File: config.mk
export PLATFORM = sky130hd
export DESIGN_NAME = vrc_isqrt
export DESIGN_NICKNAME = d
export VERILOG_FILES = /design/src/hw/rtl/vrc_isqrt.sv
export SDC_FILE = /design/constraint.sdc
export NUM_CORES = 1
export LEC_CHECK = 0
export BUFFER_PORTS_ARGS = -buffer_cell sky130_fd_sc_hd__buf_4
export CAP_MARGIN = 20
export CORE_AREA = 2 2 126 251
export CTS_BUF_LIST = sky130_fd_sc_hd__clkbuf_4
export DETAILED_ROUTE_END_ITERATION = 12
export DIE_AREA = 0 0 128 253
export PLACE_DENSITY = 0.66
export SKIP_LAST_GASP = 1
export SYNTH_ARGS = -nofsm -noshare
export SYNTH_HDL_FRONTEND = slang
export SYNTH_SLANG_ARGS = --single-unit
File: constraint.sdc
create_clock -name clk_i -period 14.8 [get_ports clk_i]
set_input_delay 1.48 -clock clk_i [delete_from_list [all_inputs] [get_ports clk_i]]
set_output_delay 1.48 -clock clk_i [all_outputs]
set_load 0.02 [all_outputs]
File: src/hw/rtl/vrc_isqrt.sv
// Iterative floor integer square root, one result bit per cycle.
// 64-bit radicand, 32-bit root; no package dependencies.
`default_nettype none

module vrc_isqrt (
  input  wire logic        clk_i,
  input  wire logic        rst_ni,
  input  wire logic        start_i,
  input  wire logic [63:0] value_i,
  output logic             done_o,
  output logic [31:0]      root_o
);

  logic [63:0] n_q, res_q, bit_q;
  logic [63:0] trial;
  logic        run_q, done_q;

  assign trial = res_q + bit_q;

  always_ff @(posedge clk_i or negedge rst_ni) begin
    if (!rst_ni) begin
      run_q  <= 1'b0;
      done_q <= 1'b0;
    end else begin
      done_q <= 1'b0;
      if (start_i) begin
        run_q <= 1'b1;
      end else if (run_q && bit_q[0]) begin
        run_q  <= 1'b0;
        done_q <= 1'b1;
      end
    end
  end

  always_ff @(posedge clk_i) begin
    if (start_i) begin
      n_q   <= value_i;
      res_q <= '0;
      bit_q <= 64'h4000_0000_0000_0000;
    end else if (run_q) begin
      if (n_q >= trial) begin
        n_q   <= n_q - trial;
        res_q <= (res_q >> 1) + bit_q;
      end else begin
        res_q <= res_q >> 1;
      end
      bit_q <= bit_q >> 2;
    end
  end

  assign done_o = done_q;
  assign root_o = res_q[31:0];

endmodule

`default_nettype wire

==> metrics <==
run status=finished clean; clock skew=21.0 ps; final setup fails=0; first-pass GRT wire length=67000 um; Final GP Congestion=0.920; CP startpoint kind=register; Reg area=0.00390 mm^2; mux cell area share after synthesis=2.82%; area share of fa/ha/maj cells after synthesis=10.9%; Async SR Flop Fraction=1.23%; post-route antenna net violation count=0; P&R area growth vs syn=5.90%; Synthesis Warnings=0; input/output buffers=99; unrepaired setup endpoints after global routing=no; quantity of hold-fixing buffers added after cts=0; worst path arrival time=7070 ps; Placement Setup Slack=8050 ps; Power Total=2.87 mW; Slowest Stage Delay on Critical Path=610 ps; largest family of logic cells by synthesized area=compound AO/OA/AOI/OAI gates; post-CTS sizing=0; worst min path class=register to register; Worst-Skew Late Latency=660 ps; final worst slack=8030 ps; M3 GR Usage=3.78%; simple-gate area share of the yosys netlist=19.0%; CP dominant cell by count=nand4_1; met1 Usage GRT=35.3%; CP Max Fanout=64; worst path cell trace=ha_1 -> nand4_1 -> nand2b_1 -> o221ai_1 -> o21ai_0 -> o41ai_2 -> a41o_1 -> and3_1 -> or2_1 -> nand4_1 -> a21boi_1 -> xnor2_1 -> ha_1 -> and4_1 -> nand2_1 -> nor3_1 -> nand4_1 -> o31ai_1 -> a221oi_1 -> o41ai_2 -> buf_4 -> nand2_1 -> nand2b_2 -> buf_4; gr usage total=25.9%; mean post-synth cell area=7.93 um^2; Max-Cap Viols=0; wire per inst=18.2 um; CP max-delay cell=buf_4; ratio of cells with drive above 1 in the final layout=9.91%; drt pass-1 iters=5; vias per inst=6.09; buffers plus inverters on the worst setup path=2; Yosys top cell area share=12.7%; met2 Resource Use GR=41.6%; total CTS buffers=17; Die Wd=128 um; PwrDens=179 mW/mm^2; initial antenna violation count=1; Die Ht=253 um; nets@finish=2093; Clock Sinks=162; VDD IR-drop max=0.000113 V; number of global-route vias before repair=12812; post-synth top area cell=dfxtp_1; Synth Net Count=2101; Synth Area in XOR/XNOR=8.82%; WL final=41400 um; Period minus WS final=6770 ps; family with the most delay on the worst path=simple AND/OR/NAND/NOR gates; Worst slew margin=28.3%; CP required=15090 ps; Synth area leaders=dfxtp_1 (13%), edfxtp_1 (13%), ha_1 (11%), nand2_1 (5.4%), o21ai_0 (5.1%); Synth Instances=1903; leakage power=6.49 nW; Initial Util=49.5%; CTS H-tree depth=4; Seq cells post-synth=162; Root Driver=clkbuf_4; critical path type=register to register; grt ovf=0; sequential element share of the synthesized area=25.8%; clock buffer depth=2; drt initial violations=977; fin crit share=45.8%; Reg clk slew, reported paths=150 ps; Post-synth EDFFs=64; fmax=0.148 GHz; Syn Std Cell Area=0.0151 mm^2; Multi-input gate area=0.0104 mm^2; actual slew at the worst max-slew pin=1070 ps; setup_tns=0 ps; Detail Placement HPWL=31100 um; vias=13898; final count of hold timing violations=0; Synth cell types=89; Pins Over Slew Limit=0; CP Capture Type=register; Fill cells=2979; DRC=0; most common flop cell mapped by yosys=dfxtp_1; busiest grt layer=met2; # rows=91; full die area=0.0324 mm^2; Post-CTS Setup Bufs=0; Ports=100; largest net degree at the start of global routing=99; Compound-Gate Fraction of Synth Area=27.4%; core area=0.0305 mm^2; CTS tree=built
per-layer routing:
layer | part of all wire [%] | vias to the layer above
li1 | - | 6985
met5 | 0 | -
met1 | 46 | 6511
met4 | 2.8 | 0
met3 | 4.6 | 64
met2 | 47 | 338
worst reg2reg max path: cells and delay by family (launching register included):
| family | cells | cell delay (ps) |
|---|---|---|
| AOI/OAI and AO/OA | 8 | 1900 |
| buffers and inverters | 2 | 1050 |
| DFF | 1 | 430 |
| xor gates and xnor gates | 1 | 90 |
| adders and majority gates | 2 | 800 |
| and+or+nand+nor | 11 | 2010 |
sequential cells by signal, indices dropped and copies added (netlist names):
name and cells:
res_q 64, bit_q 32, n_q 64, run_q 1
done_o 1
where the power goes:
| group | total [mW] | internal [mW] | switching (mW) |
|---|---|---|---|
| Sequential | 0.744 | 0.642 | 0.102 |
| Combinational | 1.84 | 0.716 | 1.13 |
| Clock | 0.282 | 0.104 | 0.177 |
| Total | 2.87 | 1.46 | 1.41 |
worst paths after layout:
| check | from | endpoint | slack (ps) | cells after the start |
|---|---|---|---|---|
| worst min register to register | bit_q[0] | done_o | 500 | 2 |
| max in group asynchronous | rst_ni | run_q | 14150 | 1 |
| min in group asynchronous | rst_ni | run_q | 560 | 1 |
| worst max-delay path | res_q[14] | n_q[3] | 8030 | 24 |
| worst min-delay path | bit_q[0] | done_o | 500 | 2 |
| worst max register to register | res_q[14] | n_q[3] | 8030 | 24 |
stage by stage:
step / hold WS, ps / util (%) / area (um^2) / cells
after detailed placement: 486 / 51.5 / 15700 / 2248
after floorplan: 458 / - / 15100 / 1903
after global placement: 484 / 51.5 / 15700 / 2248
final: 503 / 52.4 / 16000 / 2282
after CTS: 505 / 52.4 / 16000 / 2280
after global routing: 513 / 52.4 / 16000 / 2281
cell families after synthesis:
kind of cell             Yosys count
AO/OA/AOI/OAI                    623
AND/OR/NAND/NOR                  628
multiplexers                      42
buffers and inverters            165
adder cells (fa/ha/maj)          131
flip-flops                       162
XOR/XNOR                         152
cells in the final DEF, fill, tap and decap left out, types with 7 or more instances in the layout:
master | Yosys | layout
nand2_1 | 217 | 217
nor2_1 | 203 | 203
o21ai_0 | 154 | 154
ha_1 | 130 | 130
a21oi_1 | 122 | 122
buf_4 | 36 | 104
dfxtp_1 | 96 | 96
xor2_1 | 84 | 84
xnor2_1 | 68 | 68
edfxtp_1 | 64 | 64
a31oi_1 | 56 | 56
a21o_1 | 56 | 56
o21bai_1 | 42 | 42
mux2i_1 | 38 | 38
nand4_1 | 37 | 37
inv_1 | 32 | 33
nor2b_1 | 32 | 32
a211oi_1 | 27 | 27
nand3_1 | 23 | 23
nor3_1 | 22 | 22
a311oi_1 | 22 | 22
or3_1 | 20 | 20
clkbuf_4 | 0 | 19
and3_1 | 17 | 17
nor4_1 | 12 | 12
and2_1 | 11 | 11
a21boi_0 | 11 | 11
o31ai_1 | 11 | 11
nand2b_1 | 11 | 10
a31o_2 | 10 | 10
o21a_1 | 9 | 9
o22ai_1 | 9 | 9
o211ai_1 | 8 | 8
o21ai_1 | 7 | 7
cells in the mapped netlist, types with 20 or more instances:
master    count
buf_4        36
dfxtp_1      96
o21ai_0     154
edfxtp_1     64
a311oi_1     22
a31oi_1      56
a21o_1       56
mux2i_1      38
nand2_1     217
nor3_1       22
clkbuf_1     78
xor2_1       84
nor2_1      203
nor2b_1      32
a21oi_1     122
o21bai_1     42
a211oi_1     27
or3_1        20
inv_1        32
nand3_1      23
ha_1        130
nand4_1      37
xnor2_1      68
cell type report:
| type | count | share of cell area [%] |
|---|---|---|
| Sequential cell | 162 | 24.4 |
| Antenna cell | 2 | 0.0313 |
| Tap cell | 372 | 2.91 |
| Multi-Input combinational cell | 1576 | 65.2 |
| Timing Repair Buffer | 105 | 4.95 |
| Clock buffer | 19 | 0.892 |
| Inverter | 33 | 0.775 |
| Clock inverter | 13 | 0.837 |
No activity file was read; power rests on OpenSTA's default activity.
