$ cat config.mk
export PLATFORM = sky130hd
export DESIGN_NAME = vrc_div
export DESIGN_NICKNAME = d
export VERILOG_FILES = /design/src/hw/rtl/vrc_div.sv
export SDC_FILE = /design/constraint.sdc
export NUM_CORES = 1
export LEC_CHECK = 0
export BUFFER_PORTS_ARGS = -buffer_cell sky130_fd_sc_hd__buf_2
export CORE_UTILIZATION = 32
export CTS_BUF_LIST = sky130_fd_sc_hd__clkbuf_8
export DETAILED_ROUTE_END_ITERATION = 12
export SKIP_CTS_REPAIR_TIMING = 1
export SYNTH_ARGS = -nofsm -noshare
export SYNTH_HDL_FRONTEND = slang
export SYNTH_SLANG_ARGS = --single-unit
$ cat constraint.sdc
create_clock -name clk_i -period 3.7 [get_ports clk_i]
set_input_delay 0.555 -clock clk_i [delete_from_list [all_inputs] [get_ports clk_i]]
set_output_delay 0.555 -clock clk_i [all_outputs]
set_load 0.03 [all_outputs]
$ cat src/hw/rtl/vrc_div.sv
// Iterative unsigned restoring divider, one quotient bit per cycle.
// 64-bit dividend by 32-bit divisor; no package dependencies.
`default_nettype none

module vrc_div (
  input  wire logic        clk_i,
  input  wire logic        rst_ni,
  input  wire logic        start_i,
  input  wire logic [63:0] dividend_i,
  input  wire logic [31:0] divisor_i,
  output logic             done_o,
  output logic [63:0]      quo_o,
  output logic [31:0]      rem_o
);

  logic [63:0] quo_q, quo_d;
  logic [31:0] rem_q, rem_d;
  logic [31:0] dvs_q;
  logic [5:0]  cnt_q;
  logic        run_q, done_q;
  logic [32:0] rem_sh;
  logic        ge;

  always_comb begin
    rem_sh = {rem_q, quo_q[63]};
    ge     = rem_sh >= {1'b0, dvs_q};
    rem_d  = ge ? 32'(rem_sh - {1'b0, dvs_q}) : rem_sh[31:0];
    quo_d  = {quo_q[62:0], ge};
  end

  always_ff @(posedge clk_i or negedge rst_ni) begin
    if (!rst_ni) begin
      run_q  <= 1'b0;
      done_q <= 1'b0;
      cnt_q  <= '0;
    end else begin
      done_q <= 1'b0;
      if (start_i) begin
        run_q <= 1'b1;
        cnt_q <= '0;
      end else if (run_q) begin
        cnt_q <= cnt_q + 6'd1;
        if (cnt_q == 6'd63) begin
          run_q  <= 1'b0;
          done_q <= 1'b1;
        end
      end
    end
  end

  always_ff @(posedge clk_i) begin
    if (start_i) begin
      quo_q <= dividend_i;
      rem_q <= '0;
      dvs_q <= divisor_i;
    end else if (run_q) begin
      quo_q <= quo_d;
      rem_q <= rem_d;
    end
  end

  assign done_o = done_q;
  assign quo_o  = quo_q;
  assign rem_o  = rem_q;

endmodule

`default_nettype wire

==> impl_results.md <==
* Final period demand of the worst path at 2990 ps
* Hold depth at 1
* Result of the run: finished clean
* Ranking of synthesized cells by instance count: sky130_fd_sc_hd__edfxtp_1, sky130_fd_sc_hd__nand2_1, sky130_fd_sc_hd__mux2_2
* Max rail drop VDD at 0.000247 V
* Synth top area share at 39.3%
* Bufs on Longest Clock Path at 2
* Type of element capturing the critical path: flop
* Synthesized area at 0.00733 mm²
* Ratio of cells with drive above 1 in the final layout at 36.8%
* DR vias at 5578
* Post-route DRC at 0
* Kind of launch point of the worst setup path: flop
* Final wirelength at 18200 µm
* Mapped Nets at 791
* Most frequent cell after synthesis: sky130_fd_sc_hd__edfxtp_1
* Number of nets at the end of the flow at 981
* Number of global-route vias before repair at 5646
* Routed wire length per instance at 15.8 µm
* Met3 routing resource usage after global routing at 6.10%
* Path depth of the worst reg2reg path at 11
* Clock transition time at the flip-flop clock pins of the worst setup and hold paths at 90 ps
* Via density per instance at 4.85
* TritonCTS Buffers at 17
* Proportion of synthesized flip-flops having asynchronous set or reset at 5.88%
* Setup repair after global routing missed its margin: false
* Design Power at 5.99 mW
* CTS root buffer: sky130_fd_sc_hd__clkbuf_8
* Terminus of the critical flop-to-flop path: rem_o[23]$_SDFFE_PP0P_
* Kind of critical path: flop to flop
* Worst-Skew Late Latency at 450 ps
* FF+latch count, synth at 136
* Placer congestion estimate at 0.820
* Boundary Pins at 196
* Detail Route Antenna Nets at 0
* Hold Crit Class: input pin to flop
* Core region area at 0.0226 mm²
* Synthesized area divided by synthesized cell count at 11.1 µm²
* Gr ovfl total at 0
* Starting density of the core at 32.5%
* Count of unique library cells instantiated by Yosys at 56
* Required time at the worst-slack endpoint at 4050 ps
* Number of synthesized flops with an enable pin at 96
* Area overhead of the layout relative to synthesis at 22.4%
* TritonCTS clock tree: yes
* HPWL after detailed placement at 13100 µm
* 1st-pass router iterations at 4
* Max_slew headroom at 43.3%
* Buffers added on ports at 195
* Data arrival time of the critical path at 3340 ps
* Worst Tran Pin Value at 850 ps
* Dominant cells by area after synthesis: sky130_fd_sc_hd__edfxtp_1, sky130_fd_sc_hd__mux2_2, sky130_fd_sc_hd__dfxtp_1
* Startpoint of the worst-slack reg-to-reg timing path: dvs_q[15]$_DFFE_PP_
* Clock H-tree levels at 4
* Endpoint, Worst Hold: dvs_q[30]$_DFFE_PP_
* Power density over the cells at 668 mW/mm²
* Yosys Warn Count at 0
* Highest fanout seen on the critical path at 28
* Height of the die at 153 µm
* Dominant cell type by area after synthesis: sky130_fd_sc_hd__edfxtp_1
* Number of maximum-capacitance violations at 0
* Worst Min Path Start: divisor_i[30]
* Count of pins over their slew limit at 0
* Final setup vio count at 0
* Hold Fails Final Rpt at 0
* Post-synthesis sequential area ratio at 50.8%
* GR met2 Demand/Resource at 26.2%
* Width of the die at 153 µm
* Worst Skew at 13.7 ps
* Top FF cell, synth: sky130_fd_sc_hd__edfxtp_1
* Number of core rows at 55
* Most congested layer reported by global routing: met2
* First-pass GRT wire length at 29000 µm
* CTS sink cnt at 136
* Post-synthesis instance total at 658
* Setup TNS at 0 ps
* Post-route fraction of the period consumed by the critical path at 80.8%
* Global-route total usage across every layer at 15.7%
* First DRT Iteration DRCs at 279
* Maximum number of pins on one net before global-route repair at 138
* Leakage at 3.91 nW
* GR Util met1 at 18.8%
* Achievable clock frequency at 334 MHz
* DIE AREA at 0.0235 mm²
* Number of antenna violations at the first check in global routing at 5
* Reg2Reg Setup Slack at 710 ps
## sequential cells by signal, summed over array words and instances (netlist names)
signal  count
done_o      1
quo_o      64
run_q       1
rem_o      32
cnt_q       6
dvs_q      32
## cells in the final DEF (no fill, tap or decap), types with 3 or more instances in the layout
cell | netlist | routed
sky130_fd_sc_hd__buf_2 | 1 | 194
sky130_fd_sc_hd__edfxtp_1 | 96 | 96
sky130_fd_sc_hd__nand2_1 | 71 | 71
sky130_fd_sc_hd__mux2_2 | 64 | 64
sky130_fd_sc_hd__nor2_1 | 58 | 58
sky130_fd_sc_hd__inv_1 | 41 | 41
sky130_fd_sc_hd__ha_1 | 33 | 33
sky130_fd_sc_hd__dfxtp_1 | 32 | 32
sky130_fd_sc_hd__a21oi_1 | 29 | 29
sky130_fd_sc_hd__a311oi_1 | 22 | 22
sky130_fd_sc_hd__o21ai_0 | 20 | 20
sky130_fd_sc_hd__clkbuf_8 | 0 | 17
sky130_fd_sc_hd__xnor2_1 | 16 | 16
sky130_fd_sc_hd__nand3_1 | 13 | 13
sky130_fd_sc_hd__xor2_1 | 12 | 12
sky130_fd_sc_hd__nor3_1 | 8 | 8
sky130_fd_sc_hd__o21a_1 | 8 | 8
sky130_fd_sc_hd__a21o_1 | 7 | 7
sky130_fd_sc_hd__a311oi_2 | 7 | 7
sky130_fd_sc_hd__dfrtp_1 | 8 | 7
sky130_fd_sc_hd__nand4_1 | 6 | 6
sky130_fd_sc_hd__nor2b_1 | 6 | 6
sky130_fd_sc_hd__or3_1 | 6 | 6
sky130_fd_sc_hd__and2_1 | 5 | 5
sky130_fd_sc_hd__a211oi_1 | 5 | 5
sky130_fd_sc_hd__a31oi_1 | 5 | 5
sky130_fd_sc_hd__inv_6 | 0 | 5
sky130_fd_sc_hd__diode_2 | 0 | 4
sky130_fd_sc_hd__and3_1 | 4 | 4
sky130_fd_sc_hd__o21bai_1 | 4 | 4
sky130_fd_sc_hd__mux2i_1 | 4 | 4
sky130_fd_sc_hd__buf_4 | 0 | 4
sky130_fd_sc_hd__nand2b_1 | 3 | 3
sky130_fd_sc_hd__or2_2 | 3 | 3
sky130_fd_sc_hd__o31ai_1 | 3 | 3
sky130_fd_sc_hd__clkinv_8 | 0 | 3
sky130_fd_sc_hd__inv_8 | 0 | 3
## power breakdown
| part | total, mW | switching (mW) | leakage (nW) | internal [mW] |
|---|---|---|---|---|
| clock | 1.22 | 0.719 | 0.192 | 0.503 |
| sequential | 2.12 | 0.217 | 1.36 | 1.91 |
| combinational | 2.64 | 1.65 | 2.36 | 0.996 |
## stage by stage
step	utilization, %	setup slack [ps]	std cells	instance area [µm²]	hold slack (ps)
after floorplan	-	925	658	7330	259
after global placement	37.9	760	1113	8560	406
after detailed placement	37.9	688	1113	8560	406
after CTS	39.6	664	1145	8950	-88.9
after global routing	39.7	397	1147	8960	241
final	39.7	710	1150	8970	280
## cells by family (layout without fill, tap and decap cells)
kind of cell | after synthesis | count (layout) | synth area share, %
compound gates | 128 | 128 | 13.0
xor+xnor | 28 | 28 | 3.35
fa+ha+maj | 34 | 34 | 5.91
buf+inv | 70 | 273 | 4.11
flops | 136 | 136 | 50.8
mux | 68 | 68 | 10.4
other cells | 0 | 4 | 0
simple gates | 194 | 194 | 12.4
## layer usage
metal	vias to the layer above	routed length (µm)
met1	2588	7950
met2	170	8560
met4	2	178
met3	11	1470
met5	-	8
li1	2807	-
## critical path, stage by stage, from the launching register on
cell and delay, ps:
sky130_fd_sc_hd__edfxtp_1 330, sky130_fd_sc_hd__inv_1 40, sky130_fd_sc_hd__ha_1 390, sky130_fd_sc_hd__and4_4 280, sky130_fd_sc_hd__and3_4 200, sky130_fd_sc_hd__and3_1 200
sky130_fd_sc_hd__nand4_1 100, sky130_fd_sc_hd__nand3_1 300, sky130_fd_sc_hd__inv_1 120, sky130_fd_sc_hd__nand2_2 440, sky130_fd_sc_hd__o21ai_0 220, sky130_fd_sc_hd__a311oi_1 280
## cell type report
class | instances | area, µm²
fill | 2257 | 13600
sequential | 136 | 3720
multi-input combinational | 452 | 3300
timing repair buffer | 200 | 1030
tap | 285 | 357
clock buffer | 17 | 234
clock inverter | 15 | 155
inverter | 41 | 154
antenna | 4 | 10.0
## worst max-delay path by stage
stage               slack, ps  depth (start not counted)                    from                endpoint
floorplan                 920                         10  rem_o[14]$_SDFFE_PP0P_      quo_o[0]$_DFFE_PP_
global placement          760                         11     dvs_q[13]$_DFFE_PP_  rem_o[23]$_SDFFE_PP0P_
detailed placement        690                         11     dvs_q[15]$_DFFE_PP_  rem_o[23]$_SDFFE_PP0P_
CTS                       660                         11     dvs_q[15]$_DFFE_PP_  rem_o[23]$_SDFFE_PP0P_
global route              400                         11     dvs_q[15]$_DFFE_PP_  rem_o[23]$_SDFFE_PP0P_
finish                    710                         11     dvs_q[15]$_DFFE_PP_  rem_o[23]$_SDFFE_PP0P_
No activity file was read; power rests on OpenSTA's default activity.
